### config.mk
export PLATFORM = sky130hd
export DESIGN_NAME = kt_ctrl
export DESIGN_NICKNAME = d
export VERILOG_FILES = /design/src/kt_pkg.sv /design/src/kt_ctrl.sv
export SDC_FILE = /design/constraint.sdc
export NUM_CORES = 1
export LEC_CHECK = 0
export BUFFER_PORTS_ARGS = -buffer_cell sky130_fd_sc_hd__buf_2
export CAP_MARGIN = 15
export CORE_MARGIN = 4
export CORE_UTILIZATION = 49
export DETAILED_ROUTE_END_ITERATION = 10
export PLACE_DENSITY = 0.83
export SYNTH_ARGS = -nofsm -noshare
export SYNTH_HDL_FRONTEND = slang
export SYNTH_SLANG_ARGS = --single-unit
### constraint.sdc
create_clock -name i_clk -period 1.5 [get_ports i_clk]
set_input_delay 0.225 -clock i_clk [delete_from_list [all_inputs] [get_ports i_clk]]
set_output_delay 0.225 -clock i_clk [all_outputs]
set_load 0.005 [all_outputs]
### src/kt_pkg.sv
// ----------------------------------------------------------------------------
// kt_pkg: shared types and constants of the Kalman tracker
// Controller states, datapath commands, register indexes and reset values.
// ----------------------------------------------------------------------------
package kt_pkg;

    localparam int unsigned W_DATA  = 32;
    localparam int unsigned W_MEAS  = 13;
    localparam int unsigned W_CIDX  = 2;

    localparam logic [W_CIDX-1:0] CFG_PROC_NOISE_POS   = 2'd0;
    localparam logic [W_CIDX-1:0] CFG_PROC_NOISE_ANGLE = 2'd1;
    localparam logic [W_CIDX-1:0] CFG_MEAS_NOISE       = 2'd2;
    localparam logic [W_CIDX-1:0] CFG_INIT_COV         = 2'd3;

    localparam logic [W_DATA-1:0] RST_PROC_NOISE_POS   = 32'd32768;
    localparam logic [W_DATA-1:0] RST_PROC_NOISE_ANGLE = 32'd5719;
    localparam logic [W_DATA-1:0] RST_MEAS_NOISE       = 32'd131072;
    localparam logic [W_DATA-1:0] RST_INIT_COV         = 32'd32768000;

    localparam logic signed [W_DATA-1:0] S32_MAX = 32'sh7FFF_FFFF;
    localparam logic signed [W_DATA-1:0] S32_MIN = 32'sh8000_0000;

    typedef enum logic [3:0] {
        S_IDLE, S_SETUP, S_DET, S_DCAP, S_CHK, S_NUM, S_DINIT, S_DIV,
        S_DEND, S_XMAC, S_XUPD, S_PMAC, S_PUPD, S_COMMIT, S_OUT
    } t_state;

    typedef enum logic [3:0] {
        D_NOP, D_LOAD, D_SETUP, D_MAC, D_DET, D_DIVINIT, D_DIVSTEP,
        D_DIVEND, D_XUPD, D_PUPD, D_COMMIT, D_OUT
    } t_dop;

    typedef enum logic [1:0] {
        P_DET, P_NUM, P_X, P_P
    } t_phase;

    typedef struct packed {
        t_dop        op;
        t_phase      phase;
        logic [1:0]  row;
        logic [1:0]  col;
        logic        term;
        logic        half;
        logic [4:0]  bitn;
    } t_cmd;

    typedef struct packed {
        logic det_ok;
    } t_status;

    // Index of row r, column c of the symmetric covariance in upper-triangle storage.
    function automatic logic [2:0] cidx(input logic [1:0] r, input logic [1:0] c);
        logic [1:0] lo;
        logic [1:0] hi;
        logic [2:0] res;
        lo = (r < c) ? r : c;
        hi = (r < c) ? c : r;
        unique case (lo)
            2'd0:    res = {1'b0, hi};
            2'd1:    res = 3'd2 + {1'b0, hi};
            default: res = 3'd5;
        endcase
        return res;
    endfunction

endpackage

### src/kt_ctrl.sv
// ----------------------------------------------------------------------------
// kt_ctrl: tracker sequencer
// Steps the datapath through predict, determinant, gains, state and
// covariance update, and owns both handshakes.
// ----------------------------------------------------------------------------
module kt_ctrl (
    input  logic            i_clk,
    input  logic            i_rst_n,
    input  logic            i_in_valid,
    output logic            o_in_ready,
    input  logic            i_out_ready,
    output logic            o_out_valid,
    input  kt_pkg::t_status i_status,
    output kt_pkg::t_cmd    o_cmd
);

    kt_pkg::t_state r_state, n_state;
    logic [1:0] r_row, n_row;
    logic [1:0] r_col, n_col;
    logic       r_term, n_term;
    logic       r_half, n_half;
    logic [4:0] r_bit, n_bit;
    logic       r_out_valid, n_out_valid;
    logic       mac_done;

    always_ff @(posedge i_clk) begin
        if (!i_rst_n) begin
            r_state     <= kt_pkg::S_IDLE;
            r_row       <= '0;
            r_col       <= '0;
            r_term      <= 1'b0;
            r_half      <= 1'b0;
            r_bit       <= '0;
            r_out_valid <= 1'b0;
        end else begin
            r_state     <= n_state;
            r_row       <= n_row;
            r_col       <= n_col;
            r_term      <= n_term;
            r_half      <= n_half;
            r_bit       <= n_bit;
            r_out_valid <= n_out_valid;
        end
    end

    always_comb begin
        n_state     = r_state;
        n_row       = r_row;
        n_col       = r_col;
        n_term      = r_term;
        n_half      = r_half;
        n_bit       = r_bit;
        n_out_valid = r_out_valid;
        o_in_ready  = 1'b0;
        o_cmd.op    = kt_pkg::D_NOP;
        o_cmd.phase = kt_pkg::P_DET;
        o_cmd.row   = r_row;
        o_cmd.col   = r_col;
        o_cmd.term  = r_term;
        o_cmd.half  = r_half;
        o_cmd.bitn  = r_bit;
        mac_done    = r_term && r_half;

        if (r_out_valid && i_out_ready) begin
            n_out_valid = 1'b0;
        end

        // Every product goes through the multiplier once per half of B.
        if (r_state == kt_pkg::S_DET || r_state == kt_pkg::S_NUM ||
            r_state == kt_pkg::S_XMAC || r_state == kt_pkg::S_PMAC) begin
            n_half = ~r_half;
            if (r_half) begin
                n_term = ~r_term;
            end
        end

        unique case (r_state)
            kt_pkg::S_IDLE: begin
                o_in_ready = 1'b1;
                if (i_in_valid) begin
                    o_cmd.op = kt_pkg::D_LOAD;
                    n_state  = kt_pkg::S_SETUP;
                end
            end
            kt_pkg::S_SETUP: begin
                o_cmd.op = kt_pkg::D_SETUP;
                n_state  = kt_pkg::S_DET;
            end
            kt_pkg::S_DET: begin
                o_cmd.op    = kt_pkg::D_MAC;
                o_cmd.phase = kt_pkg::P_DET;
                if (mac_done) n_state = kt_pkg::S_DCAP;
            end
            kt_pkg::S_DCAP: begin
                o_cmd.op = kt_pkg::D_DET;
                n_state  = kt_pkg::S_CHK;
            end
            kt_pkg::S_CHK: begin
                n_row = '0;
                n_col = '0;
                n_state = i_status.det_ok ? kt_pkg::S_NUM : kt_pkg::S_OUT;
            end
            kt_pkg::S_NUM: begin
                o_cmd.op    = kt_pkg::D_MAC;
                o_cmd.phase = kt_pkg::P_NUM;
                if (mac_done) n_state = kt_pkg::S_DINIT;
            end
            kt_pkg::S_DINIT: begin
                o_cmd.op = kt_pkg::D_DIVINIT;
                n_bit    = 5'd31;
                n_state  = kt_pkg::S_DIV;
            end
            kt_pkg::S_DIV: begin
                o_cmd.op = kt_pkg::D_DIVSTEP;
                if (r_bit == 5'd0) n_state = kt_pkg::S_DEND;
                else n_bit = r_bit - 5'd1;
            end
            kt_pkg::S_DEND: begin
                o_cmd.op = kt_pkg::D_DIVEND;
                if (r_col == 2'd0) begin
                    n_col   = 2'd1;
                    n_state = kt_pkg::S_NUM;
                end else if (r_row != 2'd2) begin
                    n_row   = r_row + 2'd1;
                    n_col   = 2'd0;
                    n_state = kt_pkg::S_NUM;
                end else begin
                    n_row   = 2'd0;
                    n_state = kt_pkg::S_XMAC;
                end
            end
            kt_pkg::S_XMAC: begin
                o_cmd.op    = kt_pkg::D_MAC;
                o_cmd.phase = kt_pkg::P_X;
                if (mac_done) n_state = kt_pkg::S_XUPD;
            end
            kt_pkg::S_XUPD: begin
                o_cmd.op = kt_pkg::D_XUPD;
                if (r_row != 2'd2) begin
                    n_row   = r_row + 2'd1;
                    n_state = kt_pkg::S_XMAC;
                end else begin
                    n_row   = 2'd0;
                    n_col   = 2'd0;
                    n_state = kt_pkg::S_PMAC;
                end
            end
            kt_pkg::S_PMAC: begin
                o_cmd.op    = kt_pkg::D_MAC;
                o_cmd.phase = kt_pkg::P_P;
                if (mac_done) n_state = kt_pkg::S_PUPD;
            end
            kt_pkg::S_PUPD: begin
                o_cmd.op = kt_pkg::D_PUPD;
                if (r_col != 2'd2) begin
                    n_col   = r_col + 2'd1;
                    n_state = kt_pkg::S_PMAC;
                end else if (r_row != 2'd2) begin
                    n_row   = r_row + 2'd1;
                    n_col   = r_row + 2'd1;
                    n_state = kt_pkg::S_PMAC;
                end else begin
                    n_state = kt_pkg::S_COMMIT;
                end
            end
            kt_pkg::S_COMMIT: begin
                o_cmd.op = kt_pkg::D_COMMIT;
                n_state  = kt_pkg::S_OUT;
            end
            kt_pkg::S_OUT: begin
                if (!r_out_valid || i_out_ready) begin
                    o_cmd.op    = kt_pkg::D_OUT;
                    n_out_valid = 1'b1;
                    n_state     = kt_pkg::S_IDLE;
                end
            end
            default: n_state = kt_pkg::S_IDLE;
        endcase
    end

    assign o_out_valid = r_out_valid;

endmodule

* Word level (Yosys, flattened, before mapping)
Cells that the tools add are included.
Cells by class: add/sub/neg operators 3, equal/unequal tests 30, multiplexer cells 34, bitwise gates (word level) 2, reductions and logical operators 18
Operators with widths (count):
- one-hot mux 4 bit (15 select lines) | 1
- two-way mux 4 bit | 11
- one-hot mux 4 bit (11 select lines) | 1
- equality test 4 bit, second input constant | 7
- inequality test 2 bit, second input constant | 14
- two-way mux 2 bit | 9
- equality test 4 x 3 -> 1 bit, second input constant | 4
- one-hot mux 2 bit (4 select lines) | 2
- one-hot mux 5 bit (2 select lines) | 1
- equality test 4 x 2 -> 1 bit, second input constant | 2
- AND reduction 4 bit | 2
- AND reduction 7 bit | 1
- two-way mux 3 bit | 2
- inequality test 3 bit, second input constant | 2
- one-hot mux 2 bit (3 select lines) | 1
- zero test 5 bit | 1
- two-way mux 1 bit | 5
- two-way mux 5 bit | 1
- subtractor 5 x 1 -> 5 bit, second input constant | 1
- adder 2 x 1 -> 2 bit, second input constant | 2
- equality test 4 x 1 -> 1 bit, second input constant | 1
- zero test 4 bit | 1
- logical OR 1 bit | 4
- AND reduction 2 bit | 2
- other kinds (7) | 9
Storage, ports and cells: register bits 16, bits of input ports 5, output and inout bits 19

* Depth between registers and ports, before layout
Gate-level depths: netlist of run 1.
depth in word-level cells 5, mapped depth 6

* Worst setup path before layout of run 1
No wires, ideal clock.
path type reg2reg, from register r_bit[0], to register r_state[1], library setup time 0.125 ns, arrival 1.591 ns, required time 1.375 ns, path slack -0.216 ns, stages on the path, launching flop included 7, period minus slack after synthesis 1.716 ns, cell sequence dfxtp_1 -> inv_1 -> ha_1 -> nor4b_1 -> o22ai_1 -> a221o_1 -> mux2i_1
Between the ends: longest elaborated chain between the ends 3
RTL lines:
- from (decl) | RTL line kt_ctrl.sv:22 | logic [4:0] r_bit, n_bit;
- from (signal assigned) | RTL line kt_ctrl.sv:41 | r_bit <= n_bit;
- zero test 5 bit | RTL line kt_ctrl.sv:115 | if (r_bit == 5'd0) n_state = kt_pkg::S_DEND;
- inequality test 2 bit (no source line)
- AND reduction 7 bit (no source line)
- to (signal assigned) | RTL line kt_ctrl.sv:28 | r_state <= kt_pkg::S_IDLE;
- to (signal assigned) | RTL line kt_ctrl.sv:36 | r_state <= n_state;
- to (decl) | RTL line kt_ctrl.sv:17 | kt_pkg::t_state r_state, n_state;
Every way passes these cells. A chain may end at the register's enable or synchronous reset.

* Worst setup path in the final report of run 1
from register r_state[2], to register r_state[2]
Between the ends: longest elaborated chain between the ends 3
RTL lines:
- equality test 4 bit (tied with other cells) | RTL line kt_ctrl.sv:77 | unique case (r_state)
- inequality test 2 bit (no source line)
- AND reduction 7 bit (no source line)
Several ways; a longest one is shown, not always the timed one.

==> flow_metrics.tcl, run 1 <==
set metrics [dict create \
    tns_ns -2.77 \
    finalHoldViolations 0 \
    whs_ns 0.323 \
    synth-edff-count 0 \
    p_per_area_nw_per_um2 1350 \
    post-place-cells 235 \
    setup_slack_ns -0.302 \
    cp-end-kind "register" \
    htree_levels 1 \
    p_sw_share_pct 41.4 \
    diodes 0 \
    fp.dieArea_sq_um 3410 \
    clkTransAtPathRegs_ns 0.13 \
    worstMarginPinSlew_ns 0.435 \
    start_util_pct 50.7 \
    grt-ovfl-total 0 \
    cts.sinks 16 \
    drive_gt1_share_pct 58.6 \
    fmax_ghz 0.555 \
    pre_cts_ws_ns -0.147 \
    async_flop_share_pct 0 \
    dpl_cell_area_sq_um 1600 \
    wl_per_cell_microns 24.2 \
    p_leak_nw 0.957 \
    antenna_found_initial 0 \
    drt_iter0_markers 205 \
    portBuffers 23 \
    drc 0 \
    seqPwrFrac_pct 19.8 \
    cts_tree "yes" \
    peakVddDrop_v 0.000991 \
    layout_worst_path_cycle_share_pct 120 \
    grt_pass1_wl_microns 7800 \
    maxSlewViolCount 0 \
    rsz0062_at_grt "true" \
    ys_ff_latch 16 \
    syn_avg_cell_area_sq_um 7.73 \
    finalCoreUtilization_pct 91.2 \
    syn_to_final_growth_pct 79.9 \
    die_w_microns 58.4 \
    final_area_sq_um 2240 \
    finalNetCount 243 \
    final_cells 262 \
    violations "negative setup slack" \
    worst_setup_path_start_kind "register" \
    path_class "reg2reg" \
    cts_buffer_depth 2 \
    pin_count 24 \
    core_area_sq_um 2450 \
    synth_fp_nets 171 \
    postCtsHoldBufs 0 \
    synth_flop_cell "dfxtp_1" \
    status "finished with violations" \
    place_congestion 0.918 \
    root_buffer "clkbuf_4" \
    firstDrtPassIters 5 \
    hold_class "in2reg" \
    pwr-share-clk_pct 10.2 \
    clock_latency_ns 0.30 \
    grtUsageTotal_pct 29.4 \
    internal_power_mw 1.77 \
    required_ns 1.69 \
    fin_crit_ns 1.80 \
    p_total_mw 3.01 \
    drtAntennaViolNets 0 \
    cts_buffers 3 \
    placementRows 18 \
    synth_area_sq_um 1240 \
    die_h_microns 58.4 \
    fin_skew_ns 0.0250 \
    setup_violations 20 \
    hpwl_microns 2580 \
    viasPerCell 6.77 \
    maxSlewHeadroom_pct 70.9 \
    grt_max_degree 15 \
    ys_warn_count 0 \
    cp.arrival_ns 2.00 \
    cap_violations 0 \
    first_global_vias 1638 \
    synthDistinctLibCells 49 \
    num_vias 1775 \
    drt-total-wl_microns 6340 \
    p_sw_mw 1.25 \
    p_comb_share_pct 70.0 \
    seq_area_frac_synth_pct 25.7 \
    synth_cells 161 \
    crit_fanout 6 \
]
-- path summary, 6_finish.rpt --
check / start / endpoint / slack (ns) / depth (start not counted)
max: r_state[2]$_SDFFE_PN0P_ / r_state[2]$_SDFFE_PN0P_ / -0.30 / 8
min: i_out_ready / o_out_valid$_SDFF_PN0_ / 0.32 / 3
max reg2reg: r_state[2]$_SDFFE_PN0P_ / r_state[2]$_SDFFE_PN0P_ / -0.30 / 8
min reg2reg: r_row[1]$_SDFFE_PN0P_ / r_row[1]$_SDFFE_PN0P_ / 0.53 / 2
-- critical path: stages, from the launching register on --
cell	delay [ns]
dfxtp_4	0.40
buf_6	0.14
bufbuf_16	0.26
buf_4	0.13
buf_4	0.14
a21oi_1	0.14
a32oi_1	0.09
o21ai_0	0.29
mux2i_1	0.11
-- power by group through the flow --
stage / registers (mW) / clock network [mW] / logic, mW
3_3_place_gp: 0.534 / 0 / 1.10
6_report: 0.596 / 0.307 / 2.11
2_1_floorplan: 0.532 / 0 / 0.710
4_1_cts: 0.578 / 0.299 / 1.73
3_5_place_dp: 0.544 / 0 / 1.13
5_1_grt: 0.603 / 0.324 / 2.19
-- placed cells by master (no fill, tap or decap), types with 4 or more instances in the layout --
| cell type | count |
|---|---|
| buf_4 | 37 |
| buf_2 | 24 |
| buf_6 | 14 |
| nand2_1 | 13 |
| dfxtp_1 | 9 |
| inv_1 | 6 |
| mux2i_1 | 6 |
| a21oi_1 | 5 |
| dfxtp_2 | 5 |
| nand3_1 | 4 |
| o21ai_1 | 4 |
| o21a_1 | 4 |
| nand2b_4 | 4 |
| nand2b_1 | 4 |
| clkbuf_4 | 4 |
-- timing repair --
item | in CTS | in global routing
setup buffers | 16 | 3
pin swaps | 16 | 15
endpoints found under the setup margin | 18 | 22
gates resized for setup | 56 | 36
cloned | 5 | 0
-- layer usage --
metal	part of all wire [%]	wire, microns	up-vias	GRT usage (%)
met5	0	0	-	0
met4	7.6	482	0	8.61
met3	10	653	59	3.07
met2	47	2960	161	53.1
met1	35	2240	819	36.4
li1	-	-	736	-
-- sequential cells by signal, indices dropped and copies added (netlist names) --
name,flops
r_bit,5
r_state,4
r_col,2
r_row,2
o_out_valid,1
r_half,1
r_term,1
-- layout make-up --
type | instances | area, sq um
inverters | 11 | 46.3
clock buffers | 4 | 36.3
well taps | 30 | 37.5
flip-flops and latches | 16 | 334
repair buffers | 81 | 668
fillers | 99 | 215
multi-input cells | 120 | 1120
-- synthesized netlist by cell type, drive strengths merged (2+ instances only) --
master	number	area, sq um
dfxtp	16	320
nand2	13	48.8
inv	10	37.5
nand2b	8	50.1
nor3	8	40.0
a21oi	7	35.0
buf	7	41.3
clkbuf	7	26.3
o21ai	7	35.0
mux2i	6	60.1
nand3	6	30.0
nor2	6	22.5
ha	5	62.6
o21a	4	30.0
a31oi	3	18.8
xor2	3	26.3
a211oi	2	15.0
a21boi	2	15.0
nand4b	2	17.5
nor2b	2	12.5
nor3b	2	15.0
nor4	2	12.5
nor4b	2	17.5
o221ai	2	17.5
o22ai	2	12.5
o311ai	2	17.5
o31ai	2	15.0
or2	2	12.5
or3	2	12.5
xnor2	2	17.5
-- kinds of logic after synthesis --
kind of cell | count (synthesis) | share of synthesized area [%]
multiplexers | 6 | 4.82
buffers and inverters | 25 | 8.74
AO/OA/AOI/OAI | 43 | 24.0
AND/OR/NAND/NOR | 61 | 28.1
XOR/XNOR | 5 | 3.52
flip-flops | 16 | 25.7
adder cells (fa/ha/maj) | 5 | 5.03
Power figures use the tool's default switching activity.
==> run 2: changes to the inputs <==
--- a/config.mk
+++ b/config.mk
@@ -6,11 +6,10 @@
 export NUM_CORES = 1
 export LEC_CHECK = 0
 export BUFFER_PORTS_ARGS = -buffer_cell sky130_fd_sc_hd__buf_2
-export CAP_MARGIN = 15
 export CORE_MARGIN = 4
-export CORE_UTILIZATION = 49
+export CORE_UTILIZATION = 35
 export DETAILED_ROUTE_END_ITERATION = 10
-export PLACE_DENSITY = 0.83
+export PLACE_DENSITY = 0.65
 export SYNTH_ARGS = -nofsm -noshare
 export SYNTH_HDL_FRONTEND = slang
 export SYNTH_SLANG_ARGS = --single-unit
==> run 2 against run 1 <==
The flow still finishes with violations (negative setup slack). Sequential power shrank 7.2%. Die area increased by 34%. Routed wire length fell by 34%. Setup slack gained 0.094 ns. Cell area decreased by 5.5%. Non-clock buffer count increased by 4. Clock skew fell by 0.022 ns. Sequential share of layout area rose by 0.69 points. Clock power down 3%. Maximum frequency up 5.5%. Utilization fell by 29 points.
==> flow_metrics.tcl, run 2 (same netlist as run 1, synthesis figures left out) <==
set metrics [dict create \
    cts_tree "yes" \
    cts_buffers 3 \
    hpwl_microns 2600 \
    layout_worst_path_cycle_share_pct 114 \
    setup_violations 12 \
    first_global_vias 1398 \
    clkTransAtPathRegs_ns 0.10 \
    peakVddDrop_v 0.000627 \
    cpMaxStageDelayCell "a221o_1" \
    maxSlewViolCount 0 \
    path_class "reg2reg" \
    cts.sinks 16 \
    reg2reg_from "r_state[2]$_SDFFE_PN0P_" \
    hold_class "in2reg" \
    wl_per_cell_microns 14.8 \
    root_buffer "clkbuf_4" \
    die_h_microns 67.6 \
    largest_reg_flops 5 \
    grtUsageTotal_pct 18.7 \
    drc 0 \
    finalHoldViolations 0 \
    final_common_cell "buf_4" \
    core_area_sq_um 3390 \
    fp.dieArea_sq_um 4580 \
    die_w_microns 67.6 \
    firstDrtPassIters 4 \
    grt_pass1_wl_microns 6540 \
    wl_met2_microns 2210 \
    hold_end "o_out_valid$_SDFF_PN0_" \
    placementRows 21 \
    drt_iter0_markers 48 \
    cp-end-kind "register" \
    htree_levels 1 \
    r2r_end "r_state[0]$_SDFFE_PN0P_" \
    nFillCells 294 \
    p_per_area_nw_per_um2 1290 \
    diodes 0 \
    fin_crit_ns 1.71 \
    wl_met1_microns 1710 \
    drive_gt1_share_pct 55.1 \
    holdPathStages 3 \
    crit_fanout 4 \
    setup_slack_ns -0.208 \
    finalCoreUtilization_pct 62.5 \
    grt-ovfl-total 0 \
    cts_buffer_depth 2 \
    portBuffers 23 \
    rsz0062_at_grt "true" \
    status "finished with violations" \
    top_layer "met4" \
    place_congestion 0.822 \
    wl_met3_microns 197 \
    min_from "i_out_ready" \
    grt_max_degree 17 \
    p_leak_nw 0.932 \
    num_vias 1529 \
    drt-total-wl_microns 4170 \
    maxSlewHeadroom_pct 73.3 \
    most-common-layout-cells "buf_4 (51), buf_2 (23), nand2_1 (13), dfxtp_1 (10), buf_6 (9)" \
    clock_latency_ns 0.30 \
    fin_skew_ns 0.00317 \
    finalNetCount 247 \
    slowest_delay_ns 0.42 \
    cap_violations 0 \
    final_area_sq_um 2120 \
    dpl_cell_area_sq_um 1680 \
    syn_to_final_growth_pct 70.1 \
    viasPerCell 5.42 \
    pin_count 24 \
    reg2reg_slack_ns -0.21 \
    start_util_pct 36.7 \
    reg2regPathDepth 5 \
    violations "negative setup slack" \
    worstMarginPinSlew_ns 0.390 \
    top_regs "r_bit x5, r_state x4" \
    worstPathCellList "buf_4 -> nor4bb_2 -> or3_4 -> a221o_1 -> mux2i_1" \
    crit_start "r_state[2]$_SDFFE_PN0P_" \
    cp.arrival_ns 1.89 \
    fmax_ghz 0.586 \
    largest_register "r_bit" \
    antenna_found_initial 0 \
    postCtsHoldBufs 0 \
    required_ns 1.68 \
    worst_setup_path_start_kind "register" \
    drtAntennaViolNets 0 \
]
## run 2: cell count changes in the layout (fill, tap and decap cells not counted), sizes merged
| cell | delta |
|---|---|
| bufbuf | -1 |
| inv | -1 |
| buf | +6 |
| clkinv | +1 |
| clkbuf | -1 |
## run 2: what timing repair did
item                       in CTS  in global routing
pin swaps                       8                 10
gates resized for setup        42                 25
setup endpoints to repair      18                 21
buffers inserted               19                  3
## run 2: metrics by stage
stage / worst slack (ns) / hold slack (ns) / power [mW] / TNS [ns] / instances
finish: -0.208 / 0.242 / 2.73 / -1.51 / 282
global route: -0.261 / 0.266 / 2.90 / -2.53 / 282
CTS: -0.178 / 0.238 / 2.48 / -1.29 / 279
detailed placement: -0.0699 / 0.521 / 1.72 / -0.408 / 258
global placement: -0.0612 / 0.507 / 1.71 / -0.341 / 258
floorplan: -0.0845 / 0.378 / 1.24 / -0.332 / 161
## run 2: worst max path at each step
stage | end | slack [ns]
finish | r_state[0]$_SDFFE_PN0P_ | -0.21
global route | o_cmd[13] | -0.26
CTS | o_cmd[13] | -0.18
detailed placement | r_state[1]$_SDFFE_PN0P_ | -0.07
global placement | r_state[3]$_SDFFE_PN0P_ | -0.06
floorplan | r_state[2]$_SDFFE_PN0P_ | -0.08
## run 2: report_power, final
part           switching [mW]  internal, mW  total, mW  leakage (nW)
clock network           0.149         0.148      0.297        0.0210
logic                   0.851          1.03       1.88         0.779
registers              0.0595         0.493      0.553         0.132
## run 2: area by class of cell
cell class | count | area, sq um | area share (%)
Inverter | 11 | 51.3 | 2.42
Sequential cell | 16 | 330 | 15.6
Clock buffer | 4 | 36.3 | 1.71
Multi-Input combinational cell | 120 | 1010 | 47.8
Timing Repair Buffer | 85 | 629 | 29.7
Tap cell | 46 | 57.6 | 2.72
## run 2: per-layer routing
layer	vias to the layer above	global-route usage, %
li1	740	-
met1	728	21.4
met2	53	35.4
met3	8	3.99
met4	0	3.29
met5	-	0
## run 2: worst max-delay path: cells and delay by family, from the launching register on
family | cells | cell delay, ns
DFF | 1 | 0.35
and+or+nand+nor | 2 | 0.54
AOI/OAI and AO/OA | 1 | 0.42
buffers and inverters | 1 | 0.13
muxes | 1 | 0.16
==> run 3: changes to the inputs <==
==> config.mk (replaced) <==
export PLATFORM = sky130hd
export DESIGN_NAME = kt_ctrl
export DESIGN_NICKNAME = d
export VERILOG_FILES = /design/src/kt_pkg.sv /design/src/kt_ctrl.sv
export SDC_FILE = /design/constraint.sdc
export NUM_CORES = 1
export LEC_CHECK = 0
export CORE_MARGIN = 2
export CORE_UTILIZATION = 35
export DETAILED_ROUTE_END_ITERATION = 10
export DONT_BUFFER_PORTS = 1
export PLACE_DENSITY = 0.59
export SYNTH_ARGS = -nofsm -noshare
export SYNTH_HDL_FRONTEND = slang
export SYNTH_SLANG_ARGS = --single-unit
==> run 3 against run 2 <==
Largest power group unchanged. The flow still finishes with violations (negative setup slack). Register-to-register slack better by 0.04 ns. Non-clock buffer count down 33. Maximum frequency rose by 2.4%. Utilization shrank 4.1 points. Total power fell by 7.8%. Setup slack better by 0.041 ns. Global-route usage up 0.56 points. Combinational power fell by 12%. Final cell count fell by 12%. Routed wire length decreased by 6.7%. Clock power fell by 5%. Sequential cell count stayed put.
==> flow_metrics.tcl, run 3 (same netlist as run 1, synthesis figures left out) <==
set metrics [dict create \
    clock_latency_ns 0.28 \
    p_per_area_nw_per_um2 1270 \
    placementRows 21 \
    antenna_found_initial 0 \
    fin_crit_ns 1.67 \
    hpwl_microns 2540 \
    cts_buffers 3 \
    drt-total-wl_microns 3890 \
    path_class "reg2reg" \
    core_area_sq_um 3390 \
    postCtsHoldBufs 0 \
    final_common_cell "buf_4" \
    viasPerCell 5.51 \
    die_h_microns 63.6 \
    grtUsageTotal_pct 19.3 \
    layout_worst_path_cycle_share_pct 111 \
    start_util_pct 36.7 \
    clkTransAtPathRegs_ns 0.09 \
    maxSlewViolCount 0 \
    root_buffer "clkbuf_4" \
    largest_register "r_bit" \
    cts_tree "yes" \
    drt_iter0_markers 70 \
    wl_per_cell_microns 15.6 \
    finalCoreUtilization_pct 58.4 \
    diodes 0 \
    cap_violations 0 \
    reg2reg_slack_ns -0.17 \
    grt_max_degree 16 \
    largest_reg_flops 5 \
    syn_to_final_growth_pct 58.9 \
    worst_setup_path_start_kind "register" \
    grt-ovfl-total 0 \
    cp.buffers_inverters 1 \
    required_ns 1.67 \
    place_congestion 0.838 \
    critPathTopFamily "simple AND/OR/NAND/NOR gates" \
    peakVddDrop_v 0.000427 \
    cts.sinks 16 \
    rsz0062_at_grt "true" \
    num_vias 1371 \
    worstMarginPinSlew_ns 0.364 \
    first_global_vias 1301 \
    violations "negative setup slack" \
    dpl_cell_area_sq_um 1520 \
    slowest_delay_ns 0.43 \
    hold_class "in2reg" \
    grt_pass1_wl_microns 6240 \
    fp.dieArea_sq_um 4050 \
    pre_cts_ws_ns -0.0904 \
    finalHoldViolations 0 \
    setup_slack_ns -0.167 \
    drc 0 \
    drtAntennaViolNets 0 \
    cp-end-kind "register" \
    whs_ns 0.0642 \
    setup_violations 12 \
    p_leak_nw 0.776 \
    final_area_sq_um 1980 \
    post-place-cells 230 \
    cts_buffer_depth 2 \
    pin_count 24 \
    cpMaxStageDelayCell "a221o_1" \
    finalNetCount 214 \
    tns_ns -1.11 \
    top_regs "r_bit x5, r_state x4" \
    drive_gt1_share_pct 47.3 \
    fmax_ghz 0.600 \
    most-common-layout-cells "buf_4 (33), buf_6 (14), nand2_1 (13), dfxtp_1 (10)" \
    die_w_microns 63.6 \
    worstPathCellList "buf_6 -> and3b_1 -> or3_4 -> a221o_1 -> mux2i_1" \
    crit_fanout 4 \
    htree_levels 1 \
    cp.arrival_ns 1.84 \
    fin_skew_ns 0.00454 \
    p_total_mw 2.51 \
    status "finished with violations" \
    final_cells 249 \
    portBuffers 0 \
    maxSlewHeadroom_pct 75.5 \
    firstDrtPassIters 4 \
]
[run 3: cell types whose count changed in the layout (fill, tap and decap cells not counted), moves of 3 or more]
cell / delta
buf_4: -18
inv_4: +3
buf_2: -23
buf_6: +5
buf_12: +4
[run 3: final timing paths]
check	start	end	cells past startpoint
worst max-delay path	r_state[3]$_SDFFE_PN0P_	r_state[3]$_SDFFE_PN0P_	5
worst min-delay path	i_rst_n	r_bit[3]$_SDFFE_PN0P_	1
worst max register to register	r_state[3]$_SDFFE_PN0P_	r_state[3]$_SDFFE_PN0P_	5
worst min register to register	o_out_valid$_SDFF_PN0_	o_out_valid$_SDFF_PN0_	2
[run 3: power breakdown]
part	total (mW)	switching, mW	internal, mW
registers	0.581	0.0871	0.494
logic	1.65	0.761	0.892
clock network	0.281	0.133	0.148
[run 3: cell type report]
type	count	area, sq um
clock buffer	4	36.3
fill	276	1410
inverter	11	48.8
multi-input combinational	120	1000
sequential	16	333
tap	46	57.6
timing repair buffer	52	500
[run 3: repair_timing]
action,4_1_cts,5_1_grt
setup buffers,9,6
gates resized for setup,48,26
endpoints found under the hold margin,0,0
gates cloned,1,0
setup endpoints to repair,17,18
pin swaps,9,10
[run 3: metal layers]
| metal | global-route usage [%] | up-vias | routed length, microns |
|---|---|---|---|
| met1 | 23.1 | 663 | 1670 |
| met3 | 5.00 | 6 | 170 |
| met4 | 3.80 | 0 | 52 |
| met2 | 34.5 | 29 | 1990 |
| li1 | - | 673 | - |
| met5 | 0 | - | 0 |
